<file path="config.mk">
export PLATFORM = sky130hd
export DESIGN_NAME = lps_row_track
export DESIGN_NICKNAME = d
export VERILOG_FILES = /design/src/sv/lps_pkg.sv /design/src/sv/lps_row_track.sv
export SDC_FILE = /design/constraint.sdc
export NUM_CORES = 1
export LEC_CHECK = 0
export BUFFER_PORTS_ARGS = -buffer_cell sky130_fd_sc_hd__clkbuf_2
export CAP_MARGIN = 40
export CORE_AREA = 4 4 50 97
export DETAILED_ROUTE_END_ITERATION = 12
export DIE_AREA = 0 0 54 101
export PLACE_DENSITY = 0.75
export SYNTH_ARGS = -nofsm -noshare
export SYNTH_HDL_FRONTEND = slang
export SYNTH_SLANG_ARGS = --single-unit
export TNS_END_PERCENT = 20
</file>
<file path="constraint.sdc">
create_clock -name clk -period 1.75 [get_ports clk]
set_input_delay 0.2625 -clock clk [delete_from_list [all_inputs] [get_ports clk]]
set_output_delay 0.2625 -clock clk [all_outputs]
set_load 0.02 [all_outputs]
</file>
<file path="src/sv/lps_pkg.sv">
package lps_pkg;

    // pivot table geometry, fixed by the 10-bit column field
    localparam int TABLE_DEPTH = 1024;
    localparam int ADDR_W      = 10;
    localparam int ROW_W       = 16;
    localparam int COUNT_W     = 11;

    localparam logic [ADDR_W-1:0] OFFSET_MAX = 10'd1023;

    // input commands
    localparam logic [1:0] CMD_ENTRY = 2'd0;
    localparam logic [1:0] CMD_QUERY = 2'd1;
    localparam logic [1:0] CMD_CLEAR = 2'd2;

    // result kinds
    localparam logic RK_VERDICT = 1'b0;
    localparam logic RK_QUERY   = 1'b1;

    typedef enum logic [1:0] {
        ST_CLEAR,
        ST_IDLE,
        ST_LOOKUP
    } lps_state_t;

endpackage

</file>
<file path="src/sv/lps_row_track.sv">
module lps_row_track #(
    parameter int COLS = 1024
) (
    input  logic                        clk,
    input  logic                        rst_n,
    input  logic                        step,
    input  logic [lps_pkg::ADDR_W-1:0]  column,
    input  logic                        last_in_row,
    output logic [lps_pkg::ADDR_W-1:0]  end_column,
    output logic [lps_pkg::ADDR_W-1:0]  end_offset,
    output logic [$clog2(COLS+1)-1:0]   end_weight
);

    localparam int CNT_W = $clog2(COLS + 1);

    logic [CNT_W-1:0]           count_reg;
    logic [CNT_W-1:0]           count_next;
    logic [lps_pkg::ADDR_W-1:0] min_col_reg;
    logic [lps_pkg::ADDR_W-1:0] min_col_next;
    logic [lps_pkg::ADDR_W-1:0] min_off_reg;
    logic [lps_pkg::ADDR_W-1:0] min_off_next;
    logic [31:0]                pos_wide;
    logic [lps_pkg::ADDR_W-1:0] pos_sat;
    logic                       take;

    // this entry becomes leftmost if it opens the row or beats the minimum
    always_comb
    begin
        pos_wide   = 32'(count_reg);
        pos_sat    = (pos_wide > 32'(lps_pkg::OFFSET_MAX)) ? lps_pkg::OFFSET_MAX
                                                           : pos_wide[lps_pkg::ADDR_W-1:0];
        take       = (count_reg == '0) || (column < min_col_reg);
        end_column = take ? column : min_col_reg;
        end_offset = take ? pos_sat : min_off_reg;
        end_weight = (32'(count_reg) < COLS) ? count_reg + CNT_W'(1) : count_reg;
    end

    always_comb
    begin
        count_next   = count_reg;
        min_col_next = min_col_reg;
        min_off_next = min_off_reg;
        if (step)
        begin
            if (last_in_row)
            begin
                count_next   = '0;
                min_col_next = '0;
                min_off_next = '0;
            end
            else
            begin
                count_next   = end_weight;
                min_col_next = end_column;
                min_off_next = end_offset;
            end
        end
    end

    always_ff @(posedge clk or negedge rst_n)
    begin
        if (!rst_n)
        begin
            count_reg   <= '0;
            min_col_reg <= '0;
            min_off_reg <= '0;
        end
        else
        begin
            count_reg   <= count_next;
            min_col_reg <= min_col_next;
            min_off_reg <= min_off_next;
        end
    end

endmodule

</file>
# After elaboration in Yosys (flattened, before gate mapping)

Index checks and enable logic that the tools add are counted.

Add/sub/neg operators: 1
Div/mod/pow operators: 0
Multiplexer cells: 7
Reduce and logical (&&, ||, !) cells: 2
Multipliers: 0
Shift operators: 0
Order comparisons: 3
Bitwise operators: 0
Equal/unequal tests: 0

Operators with widths:

| kind                                                                    | count |
|---|---|
| 10-bit two-way mux                                                      | 5 |
| 11-bit two-way mux                                                      | 2 |
| 11-bit by 1-bit adder with 11-bit output (second input constant)        | 1 |
| 11-bit by 10-bit > comparator with 1-bit output (second input constant) | 1 |
| 11-bit zero test                                                        | 1 |
| 11-bit less-than comparator (second input constant)                     | 1 |
| 10-bit less-than comparator                                             | 1 |
| 1-bit logical OR                                                        | 1 |

Word-level logic and storage cells: 16
Bits in registers: 31
Bits in read-only memories: 0
Output and inout port bits: 31
Bits in latches: 0
Bits of input ports: 14
Memories kept: 0
RAM bits: 0

# Depth between registers and ports, before layout

Gate-level depths: netlist (run 1).

Word-level depth: 4
Mapped depth: 10
Mapped depth without buffers: 8

# Worst setup path after synthesis (run 1)

No wires, ideal clock.

Path kind: register to output
Start: register min_col_reg[4] (netlist name)
End: output end_offset[0] (netlist name)
Setup slack: -366 ps
Path buffers: 2
Data required time: 1487 ps
Arrival time: 1854 ps
Cell stages (with the launch flop): 11
Cells stage by stage: dfrtp_1 inv_1 ha_1 a21oi_1 a211o_1 o31ai_1 o21ai_2 buf_6 buf_2 nor2_1 a21oi_1

Cells in the longest elaborated chain, start to end: 3

Ends and longest elaborated chain:

| what                        | line                | text |
|---|---|---|
| from (decl)                 | lps_row_track.sv:18 | `logic [lps_pkg::ADDR_W-1:0] min_col_reg;` |
| from (signal assigned)      | lps_row_track.sv:71 | `min_col_reg <= min_col_next;` |
| 10-bit less-than comparator | lps_row_track.sv:32 | `take = (count_reg == '0) \|\| (column < min_col_reg);` |
| 1-bit logical OR            | lps_row_track.sv:32 |  |
| 10-bit two-way mux          | lps_row_track.sv:34 | `end_offset = take ? pos_sat : min_off_reg;` |
| to (decl)                   | lps_row_track.sv:10 | `output logic [lps_pkg::ADDR_W-1:0] end_offset,` |

No other way between the ends.

# Worst setup path after layout (run 1)

Start: register count_reg[1]
End: output end_offset[7] (netlist name)

Cells in the longest elaborated chain, start to end: 3
Elaborated cells between the ends (all ways): 5
Classes of those cells: order compare: 1; mux: 2; reduce/logical: 2

Ends and longest elaborated chain:

| what                                                                                       | line                                     | text |
|---|---|---|
| from (decl)                                                                                | lps_row_track.sv:16                      | `logic [CNT_W-1:0] count_reg;` |
| from (signal assigned)                                                                     | lps_row_track.sv:70                      | `count_reg <= count_next;` |
| 11-bit by 10-bit > comparator with 1-bit output / 11-bit zero test (equally long branches) | lps_row_track.sv:30, lps_row_track.sv:32 |  |
| 10-bit two-way mux / 1-bit logical OR (equally long branches)                              | lps_row_track.sv:30, lps_row_track.sv:32 |  |
| 10-bit two-way mux *                                                                       | lps_row_track.sv:34                      |  |

Every way passes the cells marked *; elsewhere a longest branch is shown, timed or not.

==> metrics, run 1 <==
synth unique cells=42; final worst slack=-892 ps; max reg flops=11; Nets=346; failing checks=hold timing, setup timing; share of cells above drive strength 1=0.564; Die Span Y=101 um; total power=3.51 mW; top cell type's share of synthesized area=0.391; maximum vdd drop=0.842 mV; unrepaired setup endpoints after global routing=true; sequential-to-total area share from yosys stat=0.391; # Max-Cap Violations=0; Starting Density=0.485; Ant. Diodes=0; core area=0.00409 mm^2; commonest non-fill, non-tap cell in the layout=buf_4; antenna violations before repair=0; Synth Flop Type=dfrtp_1; RePlAce Congestion=0.817; clock sink count=31; Hold Vio Cnt, Final=15; routed via count=2102; Crit Path Max Fanout=8; CTS Buffer Depth=2; wirelength, routed=6.62 mm; Worst setup EP type=output pin; vias in the first global route=2124; Rel. slew slack=0.691; crit share post-route=1.51; Period minus WS final=2640 ps; drt pass-1 iters=5; DR WL/cell=17.7 um; Clock Latency Late Sink=280 ps; input/output buffers=44; Gate Count Post-Synth=223; Synth Net Count=248; YS warnings=0; total CTS buffers=5; H-Tree Depth=2; row count=33; Via-to-Cell Ratio=5.64; clk root buf=clkbuf_8; Worst Skew=9.18 ps; Post-synth EDFFs=0; GR Overflow Total=0; synthesized cell area=0.00198 mm^2; die width=54 um; Slew Viols, Final=0; highest-count cells in the layout ignoring fill and taps=buf_4, dfrtp_1, buf_6, nor2_1; DRT iter0 DRCs=51; Worst Setup Start Kind=flip-flop; die area=0.00545 mm^2; num ports=45; global-route wire length before repair=9.55 mm; Pwr Density=1040 mW/mm^2; DP Area=0.00282 mm^2; largest net degree at the start of global routing=32; synthesis-to-layout area growth=70.8%; top cells by area, synth=dfrtp_1, ha_1, a22o_1; dpl hpwl=4.38 mm; Slew @ Worst Pin=462 ps; Post-synth ARST share=1.00; Static Leakage=1.56 nW; Achievable Freq=0.378 GHz; Fin Hold WS=-13.1 ps; Hold WC Path Type=primary input to asynchronous set/reset pin; WS Path Type=flip-flop to output pin; final setup fails=49; worst path required time=1490 ps; CTS tree=done; Total GRT Usage=0.236; design area=0.00338 mm^2; Filler Cell Count=237; syn_area_per_cell=8.89 um^2; status=complete, but fails checks; #FFs+latches synth=31; Residual DRC=0; CP Data Arrival Time=2380 ps; dominant cell type by area after synthesis=dfrtp_1; Worst-path clk slew=70 ps; post-route ant nets=0
==> worst max-delay path, cell delays in order (launching register included) <==
cell	delay, ps
dfrtp_1	390
inv_2	70
ha_1	210
nor4b_1	310
buf_4	170
nand3_1	170
o21ai_4	250
buf_12	220
nor2_4	50
a21oi_4	130
buf_8	120
==> final cells by class <==
cell class	count	area (um^2)	share of cell area
Tap cell	52	65.1	0.0192
Clock buffer	6	82.6	0.0244
Multi-Input combinational cell	159	1480	0.438
Sequential cell	31	776	0.229
Clock inverter	1	5.00	0.00148
Inverter	20	75.1	0.0222
Timing Repair Buffer	104	897	0.265
==> synthesized netlist by cell type (2+ instances only) <==
cell       number
xor2_1          3
xnor2_1         6
nand2b_1        3
a21oi_1        14
clkbuf_1        4
dfrtp_1        31
nand2_1        21
o2bb2ai_1       7
nor2_1         26
a22o_1         12
buf_6           3
a221o_1         2
mux2_2          2
o21ai_0        20
nand3_1         7
buf_2           6
nor3b_1         3
inv_1          19
ha_1           11
==> repair_timing <==
action	CTS	global route
setup endpoints to repair	49	52
pin swaps	15	11
hold buffers	0	0
gates resized for setup	34	87
gates cloned	1	2
setup buffers	2	5
==> worst paths after layout <==
kind	start	to	slack (ps)	cells past startpoint
min	rst_n	min_off_reg[0]$_DFFE_PN0P_	-10	2
max	count_reg[1]$_DFFE_PN0P_	end_offset[7]	-890	10
max reg2reg	count_reg[1]$_DFFE_PN0P_	min_off_reg[6]$_DFFE_PN0P_	-570	9
min reg2reg	min_col_reg[8]$_DFFE_PN0P_	min_col_reg[8]$_DFFE_PN0P_	530	1
min in group clk	column[7]	min_col_reg[7]$_DFFE_PN0P_	300	2
max in group asynchronous	rst_n	min_col_reg[6]$_DFFE_PN0P_	1450	2
==> per-layer routing <==
metal	vias to the layer above	wire, um	part of all wire	GRT usage
met3	27	282	0.043	0.0326
met2	79	3770	0.57	0.422
li1	977	-	-	-
met1	1019	2270	0.34	0.254
met5	-	0	0	0
met4	0	290	0.044	0.119
==> power breakdown <==
group          leakage (nW)  switching [mW]  internal [mW]
Combinational          1.09            1.07           1.03
Clock                0.0470           0.278          0.309
Sequential            0.422          0.0533          0.782
==> through the flow <==
step | setup slack (ps) | hold WS (ps) | cells | setup TNS (ps) | util
after floorplan | -191 | -33.1 | 223 | -5770 | -
after global placement | -479 | 307 | 356 | -16080 | 0.691
after detailed placement | -523 | 312 | 356 | -17350 | 0.691
after CTS | -820 | 11.3 | 366 | -25340 | 0.754
after global routing | -977 | 22.1 | 373 | -32580 | 0.828
final | -892 | -13.1 | 373 | -28150 | 0.828
==> cells by family after synthesis <==
group / count (synthesis) / synth area share
buffers and inverters: 34 / 0.0795
adders and majority gates: 11 / 0.0694
muxes: 2 / 0.0114
AOI/OAI and AO/OA: 66 / 0.228
and+or+nand+nor: 70 / 0.181
DFF: 31 / 0.391
xor gates and xnor gates: 9 / 0.0398
Note: power is estimated with default switching activity, not from simulation.
==> inputs of run 2 (changes only) <==
--- a/config.mk
+++ b/config.mk
@@ -10,6 +10,7 @@
 export CORE_AREA = 4 4 50 97
 export DETAILED_ROUTE_END_ITERATION = 12
 export DIE_AREA = 0 0 54 101
+export HOLD_SLACK_MARGIN = 0.02
 export PLACE_DENSITY = 0.75
 export SYNTH_ARGS = -nofsm -noshare
 export SYNTH_HDL_FRONTEND = slang
==> run 2 against run 1 <==
  * The run ends with setup timing left
  * Sequential share of layout area decreased by 0.068 points
  * Global-route usage increased by 0.059 points
  * Clock skew about the same
  * Count of clock-buffer cells in the layout unchanged
  * Clock power about the same
  * Cell count increased by 0.27%
  * Die area unchanged
  * Largest power group unchanged
==> metrics, run 2 (same netlist as run 1, synthesis figures left out) <==
Residual DRC=0 (unchanged); synthesis-to-layout area growth=71.3%; num ports=45 (unchanged); Nets=347 (+0.29%); Period minus WS final=2630 ps (-9.45 ps); core area=0.00409 mm^2 (unchanged); Core Util, Final=0.830 (+0.00245); Total GRT Usage=0.236 (+0.000585); DR WL/cell=17.7 um (-0.48%); RePlAce Congestion=0.817 (unchanged); final setup fails=48 (-2.0%); worst path required time=1490 ps (about the same); Slew @ Worst Pin=462 ps (+0.769 ps); wirelength, routed=6.61 mm (-0.21%); Slew Viols, Final=0 (unchanged); input/output buffers=44 (unchanged); die area=0.00545 mm^2 (unchanged); crit share post-route=1.50 (-0.00540); Achievable Freq=0.380 GHz (+0.36%); post-route ant nets=0 (unchanged); row count=33 (unchanged); DP Area=0.00282 mm^2 (unchanged); Psw=1.40 mW (about the same); total CTS buffers=5 (unchanged); clock sink count=31 (unchanged); Fin Hold WS=301 ps (+314 ps); Die Span Y=101 um (unchanged); Worst setup EP type=output pin; Via-to-Cell Ratio=5.63 (-0.13%); WS Path Type=flip-flop to output pin; internal power=2.12 mW (about the same); Crit Path Max Fanout=8 (unchanged); vias in the first global route=2136 (+0.56%); CTS Buffer Depth=2 (unchanged); unrepaired setup endpoints after global routing=true; GR Overflow Total=0 (unchanged); CP Data Arrival Time=2370 ps (about the same); Static Leakage=1.56 nW (+0.27%); total power=3.52 mW (about the same); filler-free cell count of the finished design=374 (+0.27%); failing checks=setup timing; Worst-path clk slew=70 ps (about the same); max reg flops=11 (unchanged); Reg power frac=0.238 (about the same); Hold WC Path Type=primary input to flip-flop; Rel. slew slack=0.691 (about the same); switching power share of the total=0.398 (about the same); Worst Setup Start Kind=flip-flop; H-Tree Depth=2 (unchanged); design area=0.00339 mm^2 (+0.30%); Inst Count DP=356 (unchanged); largest net degree at the start of global routing=32 (unchanged); # Max-Cap Violations=0 (unchanged); antenna violations before repair=0 (unchanged); commonest non-fill, non-tap cell in the layout=buf_4; Ant. Diodes=0 (unchanged); DRT iter0 DRCs=47 (-7.8%); global-route wire length before repair=9.58 mm (+0.29%); die width=54 um (unchanged); dpl hpwl=4.38 mm (unchanged); maximum vdd drop=0.842 mV (about the same); CTS tree=done; power share of the combinational group=0.596 (about the same); Pwr Density=1040 mW/mm^2 (-0.23%); Worst Skew=9.60 ps (+0.424 ps); Clock power frac=0.167 (about the same); share of cells above drive strength 1=0.562 (-0.00175); Hold Vio Cnt, Final=0 (-15); Starting Density=0.485 (unchanged); routed via count=2105 (+0.14%); drt pass-1 iters=4 (-1); status=complete, but fails checks; Clock Latency Late Sink=290 ps (about the same); highest-count cells in the layout ignoring fill and taps=buf_4, dfrtp_1, buf_6, nor2_1; clk root buf=clkbuf_8; final worst slack=-883 ps (+9.45 ps)
-- run 2: what timing repair did --
action,in CTS,in global routing
pin swaps,15,11
endpoints found under the setup margin,49,52
gates resized for setup,34,87
cloned,1,2
hold buffers,1,0
hold endpoints to repair,31,0
setup buffers,2,5
-- run 2: power by group through the flow --
stage | logic, mW | registers, mW | clock network, mW
after floorplan | 1.05 | 0.830 | 0
after global placement | 1.53 | 0.834 | 0
after detailed placement | 1.56 | 0.836 | 0
after CTS | 1.74 | 0.828 | 0.586
after global routing | 2.23 | 0.842 | 0.620
final | 2.09 | 0.835 | 0.587
-- run 2: area by class of cell --
cell class	count	area, um^2
Inverter	20	75.1
Sequential cell	31	776
Timing Repair Buffer	105	907
Clock inverter	1	5.00
Fill cell	236	693
Tap cell	52	65.1
Clock buffer	6	82.6
Multi-Input combinational cell	159	1480
-- run 2: critical path, cell delays in order (launching register included) --
cell and delay (ps):
dfrtp_1 390, inv_2 70, ha_1 210, nor4b_1 310
buf_4 170, nand3_1 170, o21ai_4 250, buf_12 220
nor2_4 50, a21oi_4 120, buf_8 120
-- run 2: worst paths after layout --
check,startpoint,to,slack (ps),cells after the start
worst max-delay path,count_reg[1]$_DFFE_PN0P_,end_offset[7],-880,10
worst min-delay path,column[7],min_col_reg[7]$_DFFE_PN0P_,300,2
worst max register to register,count_reg[1]$_DFFE_PN0P_,min_off_reg[6]$_DFFE_PN0P_,-570,9
worst min register to register,min_col_reg[8]$_DFFE_PN0P_,min_col_reg[8]$_DFFE_PN0P_,530,1
max in group asynchronous,rst_n,min_col_reg[6]$_DFFE_PN0P_,910,3
min in group asynchronous,rst_n,min_off_reg[0]$_DFFE_PN0P_,520,3
-- run 2: metrics by stage --
step	TNS (ps)	worst slack (ps)
after floorplan	-5770	-191
after global placement	-16080	-479
after detailed placement	-17350	-523
after CTS	-25340	-820
after global routing	-32560	-977
final	-27840	-883
-- run 2: routing by layer --
metal | global-route usage | up-vias | share of wire
met3 | 0.0326 | 23 | 0.040
met1 | 0.254 | 1033 | 0.35
met4 | 0.119 | 0 | 0.041
met5 | 0 | - | 0
li1 | - | 979 | -
met2 | 0.424 | 70 | 0.57
==> inputs of run 3 (changes only) <==
--- a/config.mk
+++ b/config.mk
@@ -11,7 +11,7 @@
 export DETAILED_ROUTE_END_ITERATION = 12
 export DIE_AREA = 0 0 54 101
 export HOLD_SLACK_MARGIN = 0.02
-export PLACE_DENSITY = 0.75
+export PLACE_DENSITY = 0.72
 export SYNTH_ARGS = -nofsm -noshare
 export SYNTH_HDL_FRONTEND = slang
 export SYNTH_SLANG_ARGS = --single-unit
==> constraint.sdc (replaced) <==
create_clock -name clk -period 2.2 [get_ports clk]
set_input_delay 0.33 -clock clk [delete_from_list [all_inputs] [get_ports clk]]
set_output_delay 0.33 -clock clk [all_outputs]
set_load 0.02 [all_outputs]
==> run 3 against run 2 <==
  * Largest cell class unchanged
  * Sequential share of layout area up 4.8 points
  * Count of clock-buffer cells in the layout unchanged
  * Cell count shrank 5.9%
  * Critical path depth is 1 lower
  * Highest routed layer unchanged
  * Register-to-register slack better by 560 ps
  * The run still ends with setup timing left
  * Combinational power is 44% lower
  * Power shrank 31%
==> metrics, run 3 (same netlist as run 1, synthesis figures left out) <==
status=complete, but fails checks; failing checks=setup timing; Worst Setup Start Kind=flip-flop; Residual DRC=0 (unchanged); sequential cell area=776 um^2 (unchanged); DR WL/cell=16.1 um (-9.0%); row count=33 (unchanged); Static Leakage=1.34 nW (-14%); clock sink count=31 (unchanged); GR Overflow Total=0 (unchanged); DP Worst Slack=-132 ps (+390 ps); WP depth=9 (-1); CP Data Arrival Time=2250 ps (-120 ps); DP Area=0.00242 mm^2 (-14%); Die Span Y=101 um (unchanged); # Max-Cap Violations=0 (unchanged); synthesis-to-layout area growth=41.8%; die width=54 um (unchanged); maximum vdd drop=0.582 mV (-31%); clk root buf=clkbuf_8; input/output buffers=44 (unchanged); final setup fails=21 (-56%); Rel. slew slack=0.460 (-0.231); Buf/Inv on CP=3 (-1); final worst slack=-383 ps (+500 ps); FF-to-FF path depth=9 (unchanged); dpl hpwl=3.82 mm (-13%); setup TNS=-6140 ps (+21700 ps); antenna violations before repair=0 (unchanged); area of the multi-input gates=0.00119 mm^2 (-20%); Total GRT Usage=0.212 (-0.0243); die area=0.00545 mm^2 (unchanged); critical-path cell list=inv_2, ha_4, nand4_1, a211o_1, o31ai_4, o21ai_4, buf_4, a21oi_2, clkbuf_4; Achievable Freq=0.387 GHz; Crit Path Max Fanout=8 (unchanged); drt pass-1 iters=4 (unchanged); H-Tree Depth=2 (unchanged); design area=0.00281 mm^2 (-17%); Filler Cell Count=323 (+37%); Hold-fix buffers, CTS=0 (-1); Worst-path clk slew=70 ps (about the same); Hold Vio Cnt, Final=0 (unchanged); Slew @ Worst Pin=811 ps (+348 ps); Crit-path slowest cell=dfrtp_1; Slew Viols, Final=0 (unchanged); largest net degree at the start of global routing=32 (unchanged); Worst path top cell family by delay=compound AO/OA/AOI/OAI gates; num ports=45 (unchanged); routed via count=1938 (-7.9%); Via-to-Cell Ratio=5.51 (-2.2%); commonest non-fill, non-tap cell in the layout=buf_4; Starting Density=0.485 (unchanged); Hold WC Path Type=primary input to asynchronous set/reset pin; post-route ant nets=0 (unchanged); total CTS buffers=5 (unchanged); Period minus WS final=2580 ps; WS Path Type=flip-flop to output pin; max reg flops=11 (unchanged); highest-count cells in the layout ignoring fill and taps=buf_4, dfrtp_1, clkbuf_2, nor2_1, nand2_1; core area=0.00409 mm^2 (unchanged); DRT iter0 DRCs=43 (-8.5%); global-route wire length before repair=8.56 mm (-11%); RePlAce Congestion=0.787 (-3.7%); Worst Skew=4.70 ps (-4.90 ps); Worst setup EP type=output pin; CTS tree=done; share of cells above drive strength 1=0.407 (-0.155); Nets=324 (-6.6%); crit share post-route=1.17; Ant. Diodes=0 (unchanged); Pwr Density=862 mW/mm^2 (-17%); Clock Latency Late Sink=280 ps (about the same); CTS Buffer Depth=2 (unchanged); unrepaired setup endpoints after global routing=true; Fin Hold WS=120 ps (-181 ps); CP peak stage delay=370 ps (-20 ps); worst path required time=1870 ps (+380 ps); vias in the first global route=1874 (-12%); wirelength, routed=5.66 mm (-14%)
## run 3: changes by cell type in the layout (fill, tap and decap cells not counted), sizes merged
cell / before / now
clkbuf: 26 / 37
buf: 84 / 52
o21ai: 24 / 23
dlygate4sd3: 1 / 0
bufinv: 0 / 1
## run 3: power breakdown
part	leakage [nW]	internal (mW)	switching, mW	total, mW
Combinational	0.862	0.502	0.662	1.16
Clock	0.0612	0.367	0.234	0.601
Sequential	0.422	0.622	0.0355	0.657
Total	1.34	1.49	0.932	2.42
## run 3: what timing repair did
action	CTS	global route
resized for setup	23	51
gates cloned	0	3
endpoints found under the setup margin	21	35
pin swaps	1	6
setup buffers	0	6
## run 3: layer usage
layer,up-vias,share of wire,wire (um),global-route usage
met2,56,0.55,3120,0.366
met4,0,0.031,173,0.0902
met5,-,0,0,0
met1,933,0.37,2110,0.243
li1,933,-,-,-
met3,16,0.044,246,0.0415
## run 3: worst paths after layout
path / start / endpoint / slack [ps]
max: min_col_reg[9]$_DFFE_PN0P_ / end_offset[3] / -380
min: rst_n / count_reg[0]$_DFFE_PN0P_ / 120
max reg2reg: min_col_reg[1]$_DFFE_PN0P_ / min_off_reg[5]$_DFFE_PN0P_ / -10
min reg2reg: min_col_reg[5]$_DFFE_PN0P_ / min_col_reg[5]$_DFFE_PN0P_ / 500
max in group asynchronous: rst_n / min_col_reg[5]$_DFFE_PN0P_ / 1560
min in group clk: column[4] / min_col_reg[4]$_DFFE_PN0P_ / 360
## run 3: through the flow
step	util	total power, mW	instances
2_1_floorplan	-	1.24	223
3_3_place_gp	0.593	1.55	335
3_5_place_dp	0.593	1.55	335
4_1_cts	0.638	2.21	343
5_1_grt	0.687	2.55	352
6_report	0.687	2.42	352
## run 3: final cells by class
cell class	instances	share of cell area
repair buffers	83	0.209
inverters	20	0.0267
multi-input cells	158	0.423
clock buffers	6	0.0294
well taps	52	0.0232
clock inverters	2	0.0125
flip-flops and latches	31	0.276
